===== config.mk =====
export PLATFORM = sky130hd
export DESIGN_NAME = utf8_byte_stream_decoder_top
export DESIGN_NICKNAME = d
export VERILOG_FILES = /design/src/design/ubsd_pkg.sv /design/src/design/ubsd_in_reg.sv /design/src/design/ubsd_core.sv /design/src/design/ubsd_out_reg.sv /design/src/design/utf8_byte_stream_decoder_top.sv
export VERILOG_INCLUDE_DIRS = /design/src /design/src/design
export SDC_FILE = /design/constraint.sdc
export NUM_CORES = 1
export LEC_CHECK = 0
export ABC_CLOCK_PERIOD_IN_PS = 3800
export BUFFER_PORTS_ARGS = -buffer_cell sky130_fd_sc_hd__buf_2
export CORE_AREA = 5 5 109 85
export DETAILED_ROUTE_END_ITERATION = 12
export DIE_AREA = 0 0 114 90
export GPL_TIMING_DRIVEN = 0
export PLACE_DENSITY = 0.8
export SETUP_SLACK_MARGIN = 0.1
export SYNTH_ARGS = -nofsm -noshare
export SYNTH_HDL_FRONTEND = slang
export SYNTH_SLANG_ARGS = --single-unit
export TNS_END_PERCENT = 20

===== constraint.sdc =====
create_clock -name clk -period 3.8 [get_ports clk]
set_input_delay 0.38 -clock clk [delete_from_list [all_inputs] [get_ports clk]]
set_output_delay 0.38 -clock clk [all_outputs]
set_load 0.02 [all_outputs]

===== src/design/utf8_byte_stream_decoder_top_defines.svh =====
// Assertion macros shared by the UTF-8 byte stream decoder RTL
`ifndef UTF8_BYTE_STREAM_DECODER_TOP_DEFINES_SVH
`define UTF8_BYTE_STREAM_DECODER_TOP_DEFINES_SVH

// Same-cycle implication, checked out of reset.
`define UBSD_ASSERT_NOW(label, clk_s, rstn_s, ante, cons, msg) \
  label: assert property (@(posedge clk_s) disable iff (!rstn_s) (ante) |-> (cons)) \
    else $error(msg);

// Next-cycle implication, checked out of reset.
`define UBSD_ASSERT_NEXT(label, clk_s, rstn_s, ante, cons, msg) \
  label: assert property (@(posedge clk_s) disable iff (!rstn_s) (ante) |=> (cons)) \
    else $error(msg);

`endif


===== src/design/ubsd_pkg.sv =====
// Package: widths, constants and transaction types of the UTF-8 decoder
`default_nettype none
package ubsd_pkg;

  localparam int unsigned BYTE_W  = 8;
  localparam int unsigned CODE_W  = 21;
  localparam int unsigned COUNT_W = 16;
  localparam int unsigned REM_W   = 2;

  localparam logic [BYTE_W-1:0] LEAD_MULTI_BIT = 8'h80;
  localparam logic [BYTE_W-1:0] LEAD_THREE_BIT = 8'h20;
  localparam logic [BYTE_W-1:0] LEAD_FOUR_BIT  = 8'h10;
  localparam logic [BYTE_W-1:0] LEAD_BAD_BIT   = 8'h08;
  localparam logic [BYTE_W-1:0] MASK_TWO       = 8'h1f;
  localparam logic [BYTE_W-1:0] MASK_CONT      = 8'h3f;
  localparam logic [BYTE_W-1:0] MASK_THREE     = 8'h0f;
  localparam logic [BYTE_W-1:0] MASK_FOUR      = 8'h07;

  localparam logic [CODE_W-1:0]  SUBST_CHAR = CODE_W'(63);  // '?'
  localparam logic [COUNT_W-1:0] COUNT_MAX  = '1;

  // Byte transaction held in the input register
  typedef struct packed {
    logic [BYTE_W-1:0] data_byte;
    logic              end_of_string;
  } byte_item_t;

  // Result transaction held in the output register
  typedef struct packed {
    logic [CODE_W-1:0]  code_point;
    logic               is_replacement;
    logic               last;
    logic [COUNT_W-1:0] char_count;
  } result_t;

endpackage
`default_nettype wire


===== src/design/ubsd_in_reg.sv =====
// Input register: holds one byte transaction until the decode step takes it
`default_nettype none
module ubsd_in_reg (
  input  wire                          clk,
  input  wire                          rst_n,
  input  wire                          in_valid,
  output logic                         in_ready,
  input  wire  [ubsd_pkg::BYTE_W-1:0]  in_data_byte,
  input  wire                          in_end_of_string,
  input  wire                          take,
  output logic                         item_valid,
  output ubsd_pkg::byte_item_t         item
);
  import ubsd_pkg::*;

  logic       valid_r, valid_nxt;
  byte_item_t item_r;
  logic       in_fire;

  assign in_ready   = !valid_r || take;
  assign in_fire    = in_valid && in_ready;
  assign item_valid = valid_r;
  assign item       = item_r;

  always_comb begin
    if (in_fire) begin
      valid_nxt = 1'b1;
    end else if (take) begin
      valid_nxt = 1'b0;
    end else begin
      valid_nxt = valid_r;
    end
  end

  always_ff @(posedge clk) begin
    if (!rst_n) begin
      valid_r <= 1'b0;
    end else begin
      valid_r <= valid_nxt;
    end
  end

  always_ff @(posedge clk) begin
    if (in_fire) begin
      item_r.data_byte     <= in_data_byte;
      item_r.end_of_string <= in_end_of_string;
    end
  end

endmodule
`default_nettype wire


===== src/design/ubsd_core.sv =====
// Decode step: sequence state, character count and one-byte update logic
`default_nettype none
`include "utf8_byte_stream_decoder_top_defines.svh"
module ubsd_core (
  input  wire                   clk,
  input  wire                   rst_n,
  input  wire                   four_byte_enable,
  input  wire                   item_valid,
  input  ubsd_pkg::byte_item_t  item,
  input  wire                   out_free,
  output logic                  take,
  output logic                  res_load,
  output ubsd_pkg::result_t     res
);
  import ubsd_pkg::*;

  logic [CODE_W-1:0]  partial_r, partial_nxt;
  logic [REM_W-1:0]   rem_r, rem_nxt;
  logic [COUNT_W-1:0] count_r, count_nxt;

  logic [BYTE_W-1:0]  b;
  logic [CODE_W-1:0]  p_a;     // partial after this byte
  logic [REM_W-1:0]   r_a;     // remaining after this byte
  logic               done_a;
  logic               subst;
  logic               done;
  logic [CODE_W-1:0]  p_fin;   // padded with zeros on early end of string
  logic [COUNT_W-1:0] count_inc;

  assign b = item.data_byte;

  always_comb begin
    p_a    = partial_r;
    r_a    = rem_r;
    done_a = 1'b0;
    subst  = 1'b0;
    if (rem_r != '0) begin
      p_a    = {partial_r[CODE_W-7:0], b[5:0]};
      r_a    = rem_r - REM_W'(1);
      done_a = (r_a == '0);
    end else if ((b & LEAD_MULTI_BIT) == '0) begin
      p_a    = CODE_W'(b);
      done_a = 1'b1;
    end else if ((b & LEAD_THREE_BIT) == '0) begin
      p_a = CODE_W'(b & MASK_TWO);
      r_a = REM_W'(1);
    end else if ((b & LEAD_FOUR_BIT) == '0) begin
      p_a = CODE_W'(b & MASK_THREE);
      r_a = REM_W'(2);
    end else if (((b & LEAD_BAD_BIT) == '0) && four_byte_enable) begin
      p_a = CODE_W'(b & MASK_FOUR);
      r_a = REM_W'(3);
    end else begin
      subst  = 1'b1;
      done_a = 1'b1;
    end
  end

  // early end of string: shift in six zero bits per missing byte
  always_comb begin
    case (r_a)
      2'd0:    p_fin = p_a;
      2'd1:    p_fin = {p_a[CODE_W-7:0],  6'b0};
      2'd2:    p_fin = {p_a[CODE_W-13:0], 12'b0};
      2'd3:    p_fin = {p_a[CODE_W-19:0], 18'b0};
      default: p_fin = p_a;
    endcase
  end

  assign done      = done_a || item.end_of_string;
  assign take      = item_valid && (!done || out_free);
  assign res_load  = item_valid && done && out_free;
  assign count_inc = (count_r == COUNT_MAX) ? count_r : count_r + COUNT_W'(1);

  always_comb begin
    res.code_point     = subst ? SUBST_CHAR : p_fin;
    res.is_replacement = subst;
    res.last           = item.end_of_string;
    res.char_count     = subst ? count_r : count_inc;
  end

  always_comb begin
    partial_nxt = partial_r;
    rem_nxt     = rem_r;
    count_nxt   = count_r;
    if (take) begin
      if (done) begin
        partial_nxt = '0;
        rem_nxt     = '0;
        count_nxt   = item.end_of_string ? '0 : res.char_count;
      end else begin
        partial_nxt = p_a;
        rem_nxt     = r_a;
      end
    end
  end

  always_ff @(posedge clk) begin
    if (!rst_n) begin
      partial_r <= '0;
      rem_r     <= '0;
      count_r   <= '0;
    end else begin
      partial_r <= partial_nxt;
      rem_r     <= rem_nxt;
      count_r   <= count_nxt;
    end
  end

  `UBSD_ASSERT_NEXT(a_eos_clears, clk, rst_n, take && item.end_of_string,
    (rem_r == '0) && (count_r == '0) && (partial_r == '0), "string state not cleared")
  `UBSD_ASSERT_NOW(a_last_cont_done, clk, rst_n, take && (rem_r == REM_W'(1)),
    res_load, "final continuation byte gave no result")
  `UBSD_ASSERT_NEXT(a_count_monotonic, clk, rst_n, take && !item.end_of_string,
    count_r >= $past(count_r), "character count went down inside a string")

endmodule
`default_nettype wire


===== src/design/ubsd_out_reg.sv =====
// Output register: holds one result transaction until the sink takes it
`default_nettype none
module ubsd_out_reg (
  input  wire                          clk,
  input  wire                          rst_n,
  input  wire                          res_load,
  input  ubsd_pkg::result_t            res,
  output logic                         out_free,
  output logic                         out_valid,
  input  wire                          out_ready,
  output logic [ubsd_pkg::CODE_W-1:0]  out_code_point,
  output logic                         out_is_replacement,
  output logic                         out_last,
  output logic [ubsd_pkg::COUNT_W-1:0] out_char_count
);
  import ubsd_pkg::*;

  logic    valid_r, valid_nxt;
  result_t res_r;

  assign out_free  = !valid_r || out_ready;
  assign out_valid = valid_r;

  always_comb begin
    if (res_load) begin
      valid_nxt = 1'b1;
    end else if (out_ready) begin
      valid_nxt = 1'b0;
    end else begin
      valid_nxt = valid_r;
    end
  end

  always_ff @(posedge clk) begin
    if (!rst_n) begin
      valid_r <= 1'b0;
    end else begin
      valid_r <= valid_nxt;
    end
  end

  always_ff @(posedge clk) begin
    if (res_load) begin
      res_r <= res;
    end
  end

  assign out_code_point     = res_r.code_point;
  assign out_is_replacement = res_r.is_replacement;
  assign out_last           = res_r.last;
  assign out_char_count     = res_r.char_count;

endmodule
`default_nettype wire


===== src/design/utf8_byte_stream_decoder_top.sv =====
// Top level of the lax UTF-8 byte stream decoder
//
//  channel | ports                                        | direction
//  --------+----------------------------------------------+----------
//  in      | in_valid/in_ready, data byte, end of string  | sink
//  out     | out_valid/out_ready, code point, flags, count| source
//  cfg     | cfg_valid/cfg_ready, four-byte enable        | sink
//
// One byte transaction per cycle sustained while the output is not stalled;
// a byte waits in the input register, its result in the output register.
// Only the single-pass decode sits between the two registers.
// Synchronous active-low reset; four-byte decoding is enabled out of reset.
// A stalled output blocks only bytes that complete a character; others pass.
// cfg_ready is always high; write only while the decoder is idle.
`default_nettype none
module utf8_byte_stream_decoder_top (
  input  wire                          clk,
  input  wire                          rst_n,
  input  wire                          in_valid,
  output logic                         in_ready,
  input  wire  [ubsd_pkg::BYTE_W-1:0]  in_data_byte,
  input  wire                          in_end_of_string,
  output logic                         out_valid,
  input  wire                          out_ready,
  output logic [ubsd_pkg::CODE_W-1:0]  out_code_point,
  output logic                         out_is_replacement,
  output logic                         out_last,
  output logic [ubsd_pkg::COUNT_W-1:0] out_char_count,
  input  wire                          cfg_valid,
  output logic                         cfg_ready,
  input  wire                          cfg_four_byte_enable
);
  import ubsd_pkg::*;

  logic       four_byte_enable_r, four_byte_enable_nxt;
  logic       item_valid;
  byte_item_t item;
  logic       take;
  logic       res_load;
  result_t    res;
  logic       out_free;

  // configuration register
  assign cfg_ready = 1'b1;

  always_comb begin
    four_byte_enable_nxt = four_byte_enable_r;
    if (cfg_valid && cfg_ready) begin
      four_byte_enable_nxt = cfg_four_byte_enable;
    end
  end

  always_ff @(posedge clk) begin
    if (!rst_n) begin
      four_byte_enable_r <= 1'b1;
    end else begin
      four_byte_enable_r <= four_byte_enable_nxt;
    end
  end

  // input register: byte transaction waits here for the decode step
  ubsd_in_reg u_in_reg (
    .clk              (clk),
    .rst_n            (rst_n),
    .in_valid         (in_valid),
    .in_ready         (in_ready),
    .in_data_byte     (in_data_byte),
    .in_end_of_string (in_end_of_string),
    .take             (take),
    .item_valid       (item_valid),
    .item             (item)
  );

  // decode step: updates sequence state, emits a result on completion
  ubsd_core u_core (
    .clk              (clk),
    .rst_n            (rst_n),
    .four_byte_enable (four_byte_enable_r),
    .item_valid       (item_valid),
    .item             (item),
    .out_free         (out_free),
    .take             (take),
    .res_load         (res_load),
    .res              (res)
  );

  // output register: parts the decode step from the result sink
  ubsd_out_reg u_out_reg (
    .clk                (clk),
    .rst_n              (rst_n),
    .res_load           (res_load),
    .res                (res),
    .out_free           (out_free),
    .out_valid          (out_valid),
    .out_ready          (out_ready),
    .out_code_point     (out_code_point),
    .out_is_replacement (out_is_replacement),
    .out_last           (out_last),
    .out_char_count     (out_char_count)
  );

endmodule
`default_nettype wire


# == After elaboration in Yosys (flattened, before gate mapping) ==
# Index checks and enable logic that the tools add are counted.
# totals
out_inout_bits,42
input_bits,15
word_cells,67
reg_bits,90
# op_classes
eq_ne,4
addsub,2
n_reduce_logical,22
muxes,27
# ops
operator,count
21-bit two-way mux,6
21-bit case mux with 4 select lines,1
16-bit two-way mux,3
8-bit logical NOT,4
"16-bit by 1-bit adder with 16-bit output, second input constant",1
"16-bit equality test, second input constant",1
2-bit two-way mux,6
1-bit two-way mux,11
2-bit nonzero test,3
1-bit logical AND,5
"2-bit equality test, second input constant",2
2-bit logical NOT,2
1-bit logical OR,4
1-bit logical NOT,3
"2-bit by 1-bit equality test with 1-bit output, second input constant",1
2-bit AND reduction,1
"2-bit by 1-bit subtractor with 2-bit output, second input constant",1

# == Logic depth before layout (Yosys ltp) ==
# logic_depth
ltp_word,14
ltp_mapped,8

# == By module ==
# Synthesis repeated with hierarchy kept, for this count alone.
# hier_totals
hier_cells,417
area_unflattened_um2,4264.1
# modules_own_cells
module,cells_each,area_per_inst_um2,n_inst,seq_area_each_um2
ubsd_core,355,2671.3,1,660.6
ubsd_out_reg,43,1219.9,1,1191.1
ubsd_in_reg,14,327.8,1,290.3
utf8_byte_stream_decoder_top,5,45.0,1,20.0

# == Worst setup path after synthesis ==
# Ideal clock, no wire load.
# synth_timing
kind,reg2reg
from,reg u_in_reg.item_r (netlist bit u_in_reg.item[5])
to,"reg u_out_reg.res_r (netlist bit u_out_reg.out_char_count[0]), enable pin"
arrival_time_ns,2.883
path_slack_ns,0.481
path_stages_with_launch,7
setup_time_ns,0.435
cell_sequence,edfxtp_1 and2_1 a211oi_1 nor2_1 clkbuf_1 o21ai_0 nor2_1
# synth_via
elab_chain_cells,8
# synth_rtl
element,line_no,text
start: declaration,ubsd_in_reg.sv:17,byte_item_t item_r;
8-bit logical NOT,ubsd_core.sv:47,end else if ((b & LEAD_FOUR_BIT) == '0) begin
1-bit two-way mux,ubsd_core.sv:47,
1-bit two-way mux,ubsd_core.sv:44,end else if ((b & LEAD_THREE_BIT) == '0) begin
1-bit two-way mux,ubsd_core.sv:41,end else if ((b & LEAD_MULTI_BIT) == '0) begin
1-bit two-way mux,ubsd_core.sv:37,if (rem_r != '0) begin
1-bit logical OR,ubsd_core.sv:70,assign done = done_a || item.end_of_string;
1-bit logical AND (2 in series),ubsd_core.sv:72,assign res_load = item_valid && done && out_free;
via res_load,utf8_byte_stream_decoder_top.sv:39,logic res_load;
end signal: assignment,ubsd_out_reg.sv:44,res_r <= res;
end: declaration,ubsd_out_reg.sv:19,result_t res_r;
# The timed path passes the listed nets, and every way through them passes these cells.
# A chain may end at the register's enable or synchronous reset.

# == Worst setup path after layout ==
# layout_timing
from,reg u_in_reg.item_r (netlist bit u_in_reg.item[5])
to,"reg u_out_reg.res_r (netlist bit u_out_reg.out_code_point[18]), enable pin"
# The elaborated chain is that of the path after synthesis.

==> flow_metrics.tcl <==
set metrics [dict create \
    tns_ns 0 \
    post_drt_wl_per_cell_um 16.14 \
    worst_pin_slew_ns 0.7045 \
    root_buffer "clkbuf_8" \
    async_flop_share_pct 0 \
    synth_warnings 0 \
    cp.required_ns 3.85 \
    gp_congestion 0.9237 \
    pin_count 57 \
    ys_top_cells_by_count "edfxtp_1 (48), dfxtp_1 (36), nand2_1 (33), nor2_1 (25), nor2b_1 (19)" \
    cts_resized 0 \
    rows 29 \
    syn-instance-count 367 \
    status "complete, no violations" \
    dp_slack_ns 1.255 \
    critPathLaunch "u_in_reg.item[5]" \
    setup_violations 0 \
    whs_ns 0.2041 \
    cts_inserted_buffers 9 \
    maxSlewViolCount 0 \
    dieArea_mm2 0.01026 \
    coreArea_mm2 0.008164 \
    hold_class "in2reg" \
    relSlewSlack_pct 52.54 \
    synth_nets 383 \
    fin_cells 547 \
    fp.dieH_um 90 \
    final_net_count 450 \
    crit_path_end_kind "flop" \
    yosys.area.top_type "edfxtp_1" \
    synthTopCellsByArea "edfxtp_1 (37%), dfxtp_1 (18%), a22oi_1 (3.2%), nand2_1 (3.1%), nor2b_1 (3.0%)" \
    clockBufferDepth 2 \
    numPortBuffers 55 \
    n_fill_cell 731 \
    reg2reg_to "u_out_reg.out_code_point[18]" \
    p_leak_nw 1.786 \
    finalWorstSetupSlack_ns 1.219 \
    hold_buffers 0 \
    clk_pin_slew_ns 0.08 \
    finalCritPeriodShare_pct 67.93 \
    ant_nets 0 \
    hold_viol 0 \
    antenna_cells 0 \
    post-cts-setup-buffers 0 \
    min_period_ns 2.581 \
    grtUsageTotal_pct 17.98 \
    reg2regPathDepth 7 \
    cp_max_fo 29 \
    synth_flop_cell "edfxtp_1" \
    critPathCapture "u_out_reg.out_code_point[18]" \
    p_per_area_mw_per_mm2 401.0 \
    overflow 0 \
    rsz0062_at_grt "false" \
    cp.arrival_ns 2.63 \
    grt_pass1_vias 2942 \
    grt_busiest_layer "met1" \
    rrSetupSlack_ns 1.22 \
    cts_tree "yes" \
    htreeDepth 3 \
    grt_max_degree 30 \
    cap_violations 0 \
    avgSynthCellArea_um2 10.73 \
    first_pass_iters 5 \
    place_hpwl_um 6533 \
    worstSkewPairLatency_ns 0.35 \
    synth.top_cell.area_share_pct 36.62 \
    grt_pass1_wl_um 14920 \
    synth_seq_cells 84 \
    ys_seq_area_share_pct 54.93 \
    max-vdd-ir-drop_uv 214.9 \
    area_growth_pct 16.62 \
    synth_edf_count 48 \
    cp-start-kind "flop" \
    synth_cell_type_count 54 \
    dp.cells 531 \
    met2_usage_pct 25.19 \
    clock-sinks 84 \
    drc 0 \
    yosysMostFrequentCell "edfxtp_1" \
    antenna_found_initial 0 \
    rr_startpoint "u_in_reg.item[5]" \
    crit_type "reg2reg" \
    dr.first_iter.drc_count 262 \
    grt_util_met3_pct 5.906 \
    drive_above_1_share_pct 22.10 \
    use_met1_pct 26.69 \
    wl_um 8830 \
    vias 3133 \
    synthesis.area_mm2 0.003936 \
    start_util_pct 48.21 \
    post_drt_via_cell_ratio 5.728 \
    max_freq_ghz 0.3874 \
    worst_clock_skew_ns 0.009582 \
    dieWidth_um 114 \
]
-- metal layers --
layer | up-vias | wire length [um] | part of all wire, %
met5 | - | 0 | 0
met1 | 1415 | 4123 | 47
li1 | 1523 | - | -
met2 | 182 | 3638 | 41
met3 | 13 | 955 | 11
met4 | 0 | 112 | 1.3
-- cell usage in the layout, fill, tap and decap left out, types with 9 or more instances in the layout --
cell type	count
a21oi_1	11
a22o_1	10
a22oi_1	17
a31oi_1	10
buf_2	66
clkbuf_1	11
clkbuf_8	9
dfxtp_1	36
edfxtp_1	48
nand2_1	33
nand3_1	15
nor2_1	24
nor2b_1	19
o21ai_0	14
xnor2_1	9
-- flip-flops by register name, indices dropped and copies added, names as in the netlist --
| signal | cells |
|---|---|
| u_out_reg.out_is_replacement | 1 |
| u_in_reg.item | 9 |
| u_out_reg.out_char_count | 16 |
| u_core.rem_r | 2 |
| u_core.count_r | 16 |
| four_byte_enable_r | 1 |
| u_out_reg.out_code_point | 21 |
| u_core.partial_r | 15 |
| u_out_reg.out_valid | 1 |
| u_out_reg.out_last | 1 |
| u_in_reg.item_valid | 1 |
-- worst min path at each step --
stage | start | to | depth (start not counted)
final | in_data_byte[7] | u_in_reg.item[8] | 1
after global routing | in_data_byte[5] | u_in_reg.item[6] | 1
after CTS | in_data_byte[2] | u_in_reg.item[3] | 1
after detailed placement | u_core.partial_r[10] | u_core.partial_r[10] | 2
after global placement | u_core.partial_r[10] | u_core.partial_r[10] | 2
after floorplan | u_core.partial_r[3] | u_core.partial_r[3] | 2
-- kinds of logic (layout without fill, tap and decap cells) --
| family | count (synthesis) | after routing | synth area share, % |
|---|---|---|---|
| and+or+nand+nor | 128 | 128 | 17.16 |
| AOI/OAI and AO/OA | 102 | 102 | 19.49 |
| DFF | 84 | 84 | 54.93 |
| buffers and inverters | 33 | 105 | 3.783 |
| xor gates and xnor gates | 14 | 14 | 3.115 |
| muxes | 4 | 4 | 1.112 |
| adders and majority gates | 1 | 1 | 0.3178 |
| other | 1 | 1 | 0.09527 |
-- report_power, final --
part           switching [mW]  internal (mW)  total [mW]
logic                   0.102         0.0523       0.154
registers              0.0163          0.987        1.00
clock network           0.313          0.370       0.684
total                   0.431           1.41        1.84
-- worst max-delay path, cell delays in order (launching register included) --
cell and delay, ns:
edfxtp_1 0.49, and2_1 0.21, a211oi_1 0.11, nor2_1 0.13
clkbuf_1 0.42, o21ai_0 0.27, nor2_4 0.38, buf_12 0.24
-- per-stage QoR --
step / instance area, um2 / utilization (%) / total power, mW
floorplan: 3936 / - / 1.123
global placement: 4347 / 53.24 / 1.172
detailed placement: 4374 / 53.58 / 1.178
CTS: 4591 / 56.23 / 1.854
global route: 4591 / 56.23 / 1.914
finish: 4591 / 56.23 / 1.841
-- area by class of cell --
| type | count | area (um2) | area share (%) |
|---|---|---|---|
| Timing Repair Buffer | 56 | 295.3 | 6.432 |
| Tap cell | 108 | 135.1 | 2.944 |
| Sequential cell | 84 | 2162 | 47.10 |
| Buffer | 24 | 115.1 | 2.507 |
| Clock buffer | 10 | 127.6 | 2.780 |
| Clock inverter | 6 | 88.84 | 1.935 |
| Multi-Input combinational cell | 250 | 1633 | 35.57 |
| Inverter | 9 | 33.78 | 0.7359 |
Note: power is estimated with default switching activity, not from simulation.
